<file path="src/nsc_pkg.sv">
// Shared types, constants and helper functions for the NMEA sentence checker.
`timescale 1ns / 1ps
package nsc_pkg;

	localparam int MAX_TYPE_CHARS = 5;
	localparam int POS_W          = $clog2(MAX_TYPE_CHARS + 1);
	localparam int TYPE_W         = 40;
	localparam int LEN_W          = 3;
	localparam int CFG_DATA_W     = 40;
	localparam int CFG_IDX_W      = 1;
	localparam int TYPE_EXT_W     = 128;

	localparam logic [CFG_IDX_W-1:0] REG_TYPE_CHARS = 1'd0;
	localparam logic [CFG_IDX_W-1:0] REG_TYPE_LEN   = 1'd1;

	localparam logic [7:0] CH_DOLLAR = 8'h24;
	localparam logic [7:0] CH_STAR   = 8'h2A;
	localparam logic [7:0] CH_G      = 8'h47;
	localparam logic [7:0] CH_P      = 8'h50;
	localparam logic [7:0] CH_L      = 8'h4C;
	localparam logic [7:0] CH_SPACE  = 8'h20;

	localparam logic [TYPE_W-1:0] TYPE_CHARS_RST = 40'd4278087;
	localparam logic [LEN_W-1:0]  TYPE_LEN_RST   = 3'd3;

	typedef enum logic [2:0] {
		PH_HUNT  = 3'd0,
		PH_TALK1 = 3'd1,
		PH_TALK2 = 3'd2,
		PH_BODY  = 3'd3,
		PH_HEX1  = 3'd4,
		PH_HEX2  = 3'd5
	} phase_t;

	typedef enum logic [1:0] {
		ERR_NONE    = 2'd0,
		ERR_TALKER  = 2'd1,
		ERR_CONTROL = 2'd2,
		ERR_HEX     = 2'd3
	} err_t;

	typedef struct packed {
		logic       framing_ok;
		err_t       error_code;
		logic       checksum_ok;
		logic       type_match;
		logic       constellation;
		logic [7:0] computed_sum;
	} res_t;

	typedef struct packed {
		logic       ok;
		logic [3:0] nibble;
	} hex_t;

	function automatic hex_t hex_value(input logic [7:0] c);
		hex_t h;
		h.ok     = 1'b1;
		h.nibble = 4'd0;
		if (c >= 8'h30 && c <= 8'h39) begin
			h.nibble = 4'(c - 8'h30);
		end else if (c >= 8'h41 && c <= 8'h46) begin
			h.nibble = 4'(c - 8'h37);
		end else if (c >= 8'h61 && c <= 8'h66) begin
			h.nibble = 4'(c - 8'h57);
		end else begin
			h.ok = 1'b0;
		end
		return h;
	endfunction

	function automatic logic [7:0] type_byte(input logic [TYPE_W-1:0] chars,
						 input logic [POS_W-1:0] pos);
		logic [TYPE_EXT_W-1:0] ext;
		ext = TYPE_EXT_W'(chars);
		return ext[{pos, 3'b000} +: 8];
	endfunction

	function automatic logic [POS_W-1:0] eff_len(input logic [LEN_W-1:0] len);
		logic [POS_W-1:0] r;
		if (32'(len) > MAX_TYPE_CHARS) begin
			r = POS_W'(MAX_TYPE_CHARS);
		end else begin
			r = POS_W'(len);
		end
		return r;
	endfunction

endpackage

</file>
<file path="src/nsc_fsm.sv">
// Sentence state machine: phase, running XOR, type comparison and result forming.
`timescale 1ns / 1ps
module nsc_fsm
	import nsc_pkg::*;
(
	input  logic              clk,
	input  logic              arst_n,
	input  logic              step,
	input  logic [7:0]        char_in,
	input  logic [TYPE_W-1:0] type_chars,
	input  logic [LEN_W-1:0]  type_len,
	output logic              emit,
	output res_t              res
);

	phase_t           phase_q, phase_d;
	logic [7:0]       xor_q, xor_d;
	logic [3:0]       hi_q, hi_d;
	logic [POS_W-1:0] pos_q, pos_d;
	logic             mism_q, mism_d;
	logic             glo_q, glo_d;

	logic [POS_W-1:0] len_eff;
	logic             in_type;
	hex_t             hx;

	assign len_eff = eff_len(type_len);
	assign in_type = pos_q < len_eff;
	assign hx      = hex_value(char_in);

	always_comb begin
		phase_d = phase_q;
		xor_d   = xor_q;
		hi_d    = hi_q;
		pos_d   = pos_q;
		mism_d  = mism_q;
		glo_d   = glo_q;
		case (phase_q)
			PH_TALK1: begin
				if (char_in == CH_G) begin
					xor_d   = xor_q ^ char_in;
					phase_d = PH_TALK2;
				end else begin
					phase_d = PH_HUNT;
				end
			end
			PH_TALK2: begin
				if (char_in == CH_P || char_in == CH_L) begin
					glo_d   = (char_in == CH_L);
					xor_d   = xor_q ^ char_in;
					phase_d = PH_BODY;
				end else begin
					phase_d = PH_HUNT;
				end
			end
			PH_BODY: begin
				if (char_in == CH_STAR) begin
					if (in_type) begin
						mism_d = 1'b1;
					end
					phase_d = PH_HEX1;
				end else if (char_in < CH_SPACE) begin
					phase_d = PH_HUNT;
				end else begin
					xor_d = xor_q ^ char_in;
					if (in_type) begin
						if (type_byte(type_chars, pos_q) != char_in) begin
							mism_d = 1'b1;
						end
						pos_d = pos_q + 1'b1;
					end
				end
			end
			PH_HEX1: begin
				if (hx.ok) begin
					hi_d    = hx.nibble;
					phase_d = PH_HEX2;
				end else begin
					phase_d = PH_HUNT;
				end
			end
			PH_HEX2: begin
				phase_d = PH_HUNT;
			end
			default: begin
				if (char_in == CH_DOLLAR) begin
					xor_d   = 8'd0;
					hi_d    = 4'd0;
					pos_d   = '0;
					mism_d  = 1'b0;
					glo_d   = 1'b0;
					phase_d = PH_TALK1;
				end else begin
					phase_d = PH_HUNT;
				end
			end
		endcase
	end

	always_comb begin
		emit               = 1'b0;
		res.error_code     = ERR_NONE;
		res.checksum_ok    = 1'b0;
		res.type_match     = 1'b0;
		res.constellation  = glo_q;
		res.computed_sum   = xor_q;
		case (phase_q)
			PH_TALK1: begin
				if (char_in != CH_G) begin
					emit           = 1'b1;
					res.error_code = ERR_TALKER;
				end
			end
			PH_TALK2: begin
				if (char_in != CH_P && char_in != CH_L) begin
					emit           = 1'b1;
					res.error_code = ERR_TALKER;
				end
			end
			PH_BODY: begin
				if (char_in != CH_STAR && char_in < CH_SPACE) begin
					emit           = 1'b1;
					res.error_code = ERR_CONTROL;
				end
			end
			PH_HEX1: begin
				if (!hx.ok) begin
					emit           = 1'b1;
					res.error_code = ERR_HEX;
				end
			end
			PH_HEX2: begin
				emit = 1'b1;
				if (hx.ok) begin
					res.checksum_ok = ({hi_q, hx.nibble} == xor_q);
					res.type_match  = !mism_q;
				end else begin
					res.error_code = ERR_HEX;
				end
			end
			default: begin
				emit = 1'b0;
			end
		endcase
		res.framing_ok = (res.error_code == ERR_NONE);
	end

	always_ff @(posedge clk or negedge arst_n) begin
		if (!arst_n) begin
			phase_q <= PH_HUNT;
			xor_q   <= 8'd0;
			hi_q    <= 4'd0;
			pos_q   <= '0;
			mism_q  <= 1'b0;
			glo_q   <= 1'b0;
		end else if (step) begin
			phase_q <= phase_d;
			xor_q   <= xor_d;
			hi_q    <= hi_d;
			pos_q   <= pos_d;
			mism_q  <= mism_d;
			glo_q   <= glo_d;
		end
	end

endmodule

</file>
<file path="config.mk">
export PLATFORM = sky130hd
export DESIGN_NAME = nsc_fsm
export DESIGN_NICKNAME = d
export VERILOG_FILES = /design/src/nsc_pkg.sv /design/src/nsc_fsm.sv
export SDC_FILE = /design/constraint.sdc
export NUM_CORES = 1
export LEC_CHECK = 0
export ABC_AREA = 0
export BUFFER_PORTS_ARGS = -buffer_cell sky130_fd_sc_hd__buf_4
export CORE_ASPECT_RATIO = 0.8
export CORE_UTILIZATION = 56
export DETAILED_ROUTE_END_ITERATION = 8
export GPL_TIMING_DRIVEN = 0
export PLACE_DENSITY = 0.87
export SLEW_MARGIN = 10
export SYNTH_ARGS = -nofsm -noshare
export SYNTH_HDL_FRONTEND = slang
export SYNTH_SLANG_ARGS = --single-unit
</file>
<file path="constraint.sdc">
create_clock -name clk -period 4.1 [get_ports clk]
set_input_delay 0.205 -clock clk [delete_from_list [all_inputs] [get_ports clk]]
set_output_delay 0.205 -clock clk [all_outputs]
set_load 0.01 [all_outputs]
</file>
-- Word level (Yosys, flattened, before mapping)
Cells that the tools add are included.
Widths: inputs -> output; s select.
- register bits after elaboration: 20
- input bits: 54
- logic and storage cells: 123
- add/subtract/negate cells: 4
- magnitude comparators: 9
- equal/unequal tests: 27
- shifts and indexed selects: 1
- multiplexer cells: 49
- bitwise logic cells: 5
- reduce and logical (&&, ||, !) cells: 22
- operators by type and width (operator ; count):
    $shiftx 128x7->8 ; 1
    $mux 8 ; 5
    $pmux 8 s4 ; 1
    $eq 8x7->1 const B ; 3
    $mux 3 ; 8
    $ne 8x7->1 const B ; 3
    $mux 4 ; 5
    $mux 1 ; 17
    $eq 8x6->1 const B ; 2
    $ge 8x7->1 const B ; 2
    $le 8x7->1 const B ; 2
    $ne 3x3->1 const B ; 5
    $pmux 3 s5 ; 1
    $reduce_and 7->1 ; 2
    $mux 2 ; 6
    $ne 2x2->1 const B ; 6
    $reduce_or 4->1 ; 3
    $eq 8x8->1 ; 1
    $ge 8x6->1 const B ; 1
    $le 8x6->1 const B ; 1
    $lt 8x6->1 const B ; 1
    $ne 8x6->1 const B ; 1
    $ne 8x8->1 ; 1
    $pmux 2 s4 ; 1
    24 further kinds ; 38

-- Longest topological paths before layout
- depth after elaboration: 8
- mapped depth: 9
- mapped depth without buffers: 8

-- Worst setup path after synthesis
No wires, ideal clock.
- path kind: reg-to-reg
- start point: register phase_q[1]
- end point: register xor_q[0]
- library setup time: 0.092 ns
- data arrival time: 2.101 ns
- data required time: 4.008 ns
- slack: 1.907 ns
- cell stages (with the launch flop): 10
- path buffers: 3
- clock period less this slack: 2.193 ns
- cells stage by stage: dfrtp_1 -> buf_2 -> inv_2 -> ha_1 -> nand2b_1 -> or4_1 -> buf_2 -> or2_1 -> buf_6 -> o31ai_2
- cells in the longest elaborated chain, start to end: 4
- elaborated cells on any way between the ends: 14
- ends and longest elaborated chain (element ; RTL line ; source):
    start: declaration ; nsc_fsm.sv:16 ; phase_t phase_q, phase_d;
    start signal: assignment ; nsc_fsm.sv:157 ; phase_q <= phase_d;
    $eq 3x3->1 ; nsc_fsm.sv:38 ; case (phase_q)
    $reduce_or 2->1 (no source line) ; -- ;
    $not 1->1 (no source line) ; -- ;
    $reduce_and 7->1 (no source line) ; -- ;
    end signal: assignment ; nsc_fsm.sv:158 ; xor_q <= xor_d;
    end: declaration ; nsc_fsm.sv:17 ; logic [7:0] xor_q, xor_d;
Parallel ways exist; a longest one is shown, timed or not.
A chain may end at the register's enable or synchronous reset.

==> results.ini <==
[routing]
route.vias.total=2373
drc=2
wirelength_mm=6.336
wl_per_cell_um=16.67
drt-initial-drc-count=170
via_per_inst=6.245
first_pass_iters=7
ant_nets=0

[clock_tree]
cts_sinks=20
path_clk_slew_ps=80
numCtsBuffers=3
cts_max_path_buffers=2
htree_levels=1
cts_setup_buffers=0
cts_tree=yes
clockRootBuffer=clkbuf_8
clk-insertion-delay-late_ps=260

[finish]
antennaDiodeCount=0
final_util_pct=78.17
final_layout_size_suffix_gt1_share_pct=27.22
ff_latch_area_um2=500.5
fillCellCount=272
syn_to_final_growth_pct=28.96
num-nets-final=402
multi_input_area_mm2=0.001508

[floorplanning]
fp.dieH_um=57.38
num_rows=19
core_area_mm2=0.003542
initial_core_util_pct=60.61
dieArea_mm2=0.004087
ios=69
chipWidth_um=71.23

[worst_setup_path]
crit_path_top_delay_cell=a2111oi_0
max_stage_delay_ps=350
reg2reg_to=xor_q[7]
start_kind=input port
cp-startpoint=char_in[0]
crit_required_ps=3890
cp.arrival_ps=2510
crit_end=res[10]
path_class=in2out
end_kind=output pin
worstReg2RegStart=phase_q[1]
path_cells=buf_4, inv_1, ha_1, nor3b_1, or3b_1, clkbuf_1, o22ai_1, xor2_1, a2111oi_0, o311a_1, buf_4
path_max_fanout=7
r2r_setup_slack_ps=1650
path_common_cell=buf_4
ff2ff_path_depth=9

[timing]
fin_setup_tns_ps=0
slew_viol_final=0
finalSetupViolCount=0
rsz0062_at_grt=no
finClkSkew_ps=2.482
relSlewSlack_pct=52.89
fin_crit_ps=2717
finalHoldViolCount=0
fmax_mhz=368.0
worstMarginPinSlew_ps=704.1
fin_crit_sh_pct=66.27

[yosys]
ys_types=56
yosysWarnings=0
async_flop_share_pct=100.0
yosysSeqAreaShare_pct=23.31
syn_area_per_cell_um2=8.011
synth_fp_nets=331
synth_area_mm2=0.002147
synth_ff_type=dfrtp_1
synthCells=268
synth_edf_count=0
synth_seq_cells=20

[global_route]
grt_pass1_wl_mm=10.43
grt_remaining_overflow=0
grt_max_degree=21
antenna_found_initial=0
grt_pass1_vias=2280
grt_usage_pct=31.93

[placement]
port_buffers=65
globalplace.congestion=0.9203
dp_hpwl_mm=4.853

[run_status]
status=complete, but fails checks
violations=design-rule violations

[power_and_ir_drop]
p_leak_nw=1.287
ir_drop_v=0.0002317
cellPowerDensity_mw_per_mm2=260.0

[worst_hold_path]
hold_path_depth=3
holdCritPathClass=in2reg

[job]
drv_cap=0

[power by group]
part	leakage, nW	total [W]	internal (W)	switching, W
combinational	0.976	0.000270	0.000135	0.000135
sequential	0.276	0.000245	0.000217	0.0000276
clock	0.0357	0.000205	0.000130	0.0000746
[cells by family (layout without fill, tap and decap cells)]
group                    count (synthesis)  in the layout  share of synthesized area (%)
AND/OR/NAND/NOR                        104            104                          27.91
adder cells (fa/ha/maj)                  9              9                          5.245
XOR/XNOR                                15             15                          6.119
buffers and inverters                   26             96                          6.469
multiplexers                            14             14                          6.702
AO/OA/AOI/OAI                           80             80                          24.24
flip-flops                              20             20                          23.31
[worst min-delay path by stage]
| stage | start | end |
|---|---|---|
| finish | char_in[5] | xor_q[5] |
| global route | char_in[5] | xor_q[5] |
| CTS | char_in[5] | xor_q[5] |
| detailed placement | arst_n | xor_q[7] |
| global placement | arst_n | xor_q[7] |
| floorplan | arst_n | glo_q |
[sequential cells by signal, indices dropped and copies added, names as in the netlist]
name and count:
pos_q 3, xor_q 8, mism_q 1, phase_q 3, hi_q 4, glo_q 1
[cells in the final DEF, fill, tap and decap left out, types with 6 or more instances in the layout]
master,instances
buf_4,66
nand2b_1,8
xnor2_1,10
inv_1,7
ha_1,9
nand2_1,18
dfrtp_1,20
o21ai_0,11
o22ai_1,9
a21oi_1,11
mux2i_1,11
nor2_1,27
buf_2,6
o21ai_1,17
[synth_stat cells (3+ instances only)]
master | instances | share of area [%]
nor3b_1 | 3 | 1.0
o31ai_1 | 3 | 1.0
o21ai_1 | 17 | 4.0
nand2_1 | 18 | 3.1
nand4_1 | 5 | 1.5
buf_6 | 4 | 2.1
a21oi_1 | 11 | 2.6
a31oi_1 | 5 | 1.5
clkbuf_1 | 5 | 0.87
nand2b_1 | 8 | 2.3
mux2_2 | 3 | 1.6
dfrtp_1 | 20 | 23
nand3_1 | 3 | 0.70
nor3_1 | 5 | 1.2
xnor2_1 | 10 | 4.1
o31ai_2 | 3 | 1.7
a22oi_1 | 4 | 1.4
nor2b_1 | 4 | 1.2
xor2_1 | 5 | 2.0
ha_1 | 9 | 5.2
buf_2 | 6 | 1.4
o21ai_0 | 11 | 2.6
o22ai_1 | 9 | 2.6
a21o_1 | 4 | 1.4
nor4_1 | 3 | 0.87
nand4bb_1 | 4 | 2.1
nand3b_1 | 3 | 1.0
and2_1 | 3 | 0.87
and3_1 | 4 | 1.2
mux2i_1 | 11 | 5.1
inv_1 | 7 | 1.2
nor2_1 | 27 | 4.7
[cell type report]
class / count / area share, %
Buffer: 18 / 3.931
Clock buffer: 3 / 1.491
Clock inverter: 1 / 1.084
Inverter: 8 / 1.084
Multi-Input combinational cell: 222 / 54.45
Sequential cell: 20 / 18.07
Tap cell: 42 / 1.898
Timing Repair Buffer: 66 / 17.98
[routing by layer]
metal	track usage, %	routed length (µm)	up-vias	part of all wire [%]
met5	0	0	-	0
met4	5.429	77	0	1.2
met2	53.88	2902	128	46
li1	-	-	1129	-
met3	6.537	483	12	7.6
met1	43.03	2872	1104	45
[critical path, delay by kind of cell]
kind,cells,cell delay [ps]
adder cells (fa/ha/maj),1,300
buffers and inverters,4,600
AO/OA/AOI/OAI,3,870
XOR/XNOR,1,100
AND/OR/NAND/NOR,2,430
[metrics by stage]
stage	hold slack [ps]	instance area [µm²]	power [W]	std cells	setup WS (ps)
4_1_cts	253.4	2769	0.0007154	380	1394
3_3_place_gp	104.2	2688	0.0005044	375	1440
5_1_grt	280.0	2769	0.0007524	380	1239
3_5_place_dp	104.6	2688	0.0005126	375	1412
2_1_floorplan	-90.59	2147	0.0003987	268	1907
6_report	259.8	2769	0.0007199	380	1383
[what timing repair did]
action	CTS	global route
hold endpoints to repair	20	0
hold buffers	1	0
resized for setup	0	0
Power figures use the tool's default switching activity.
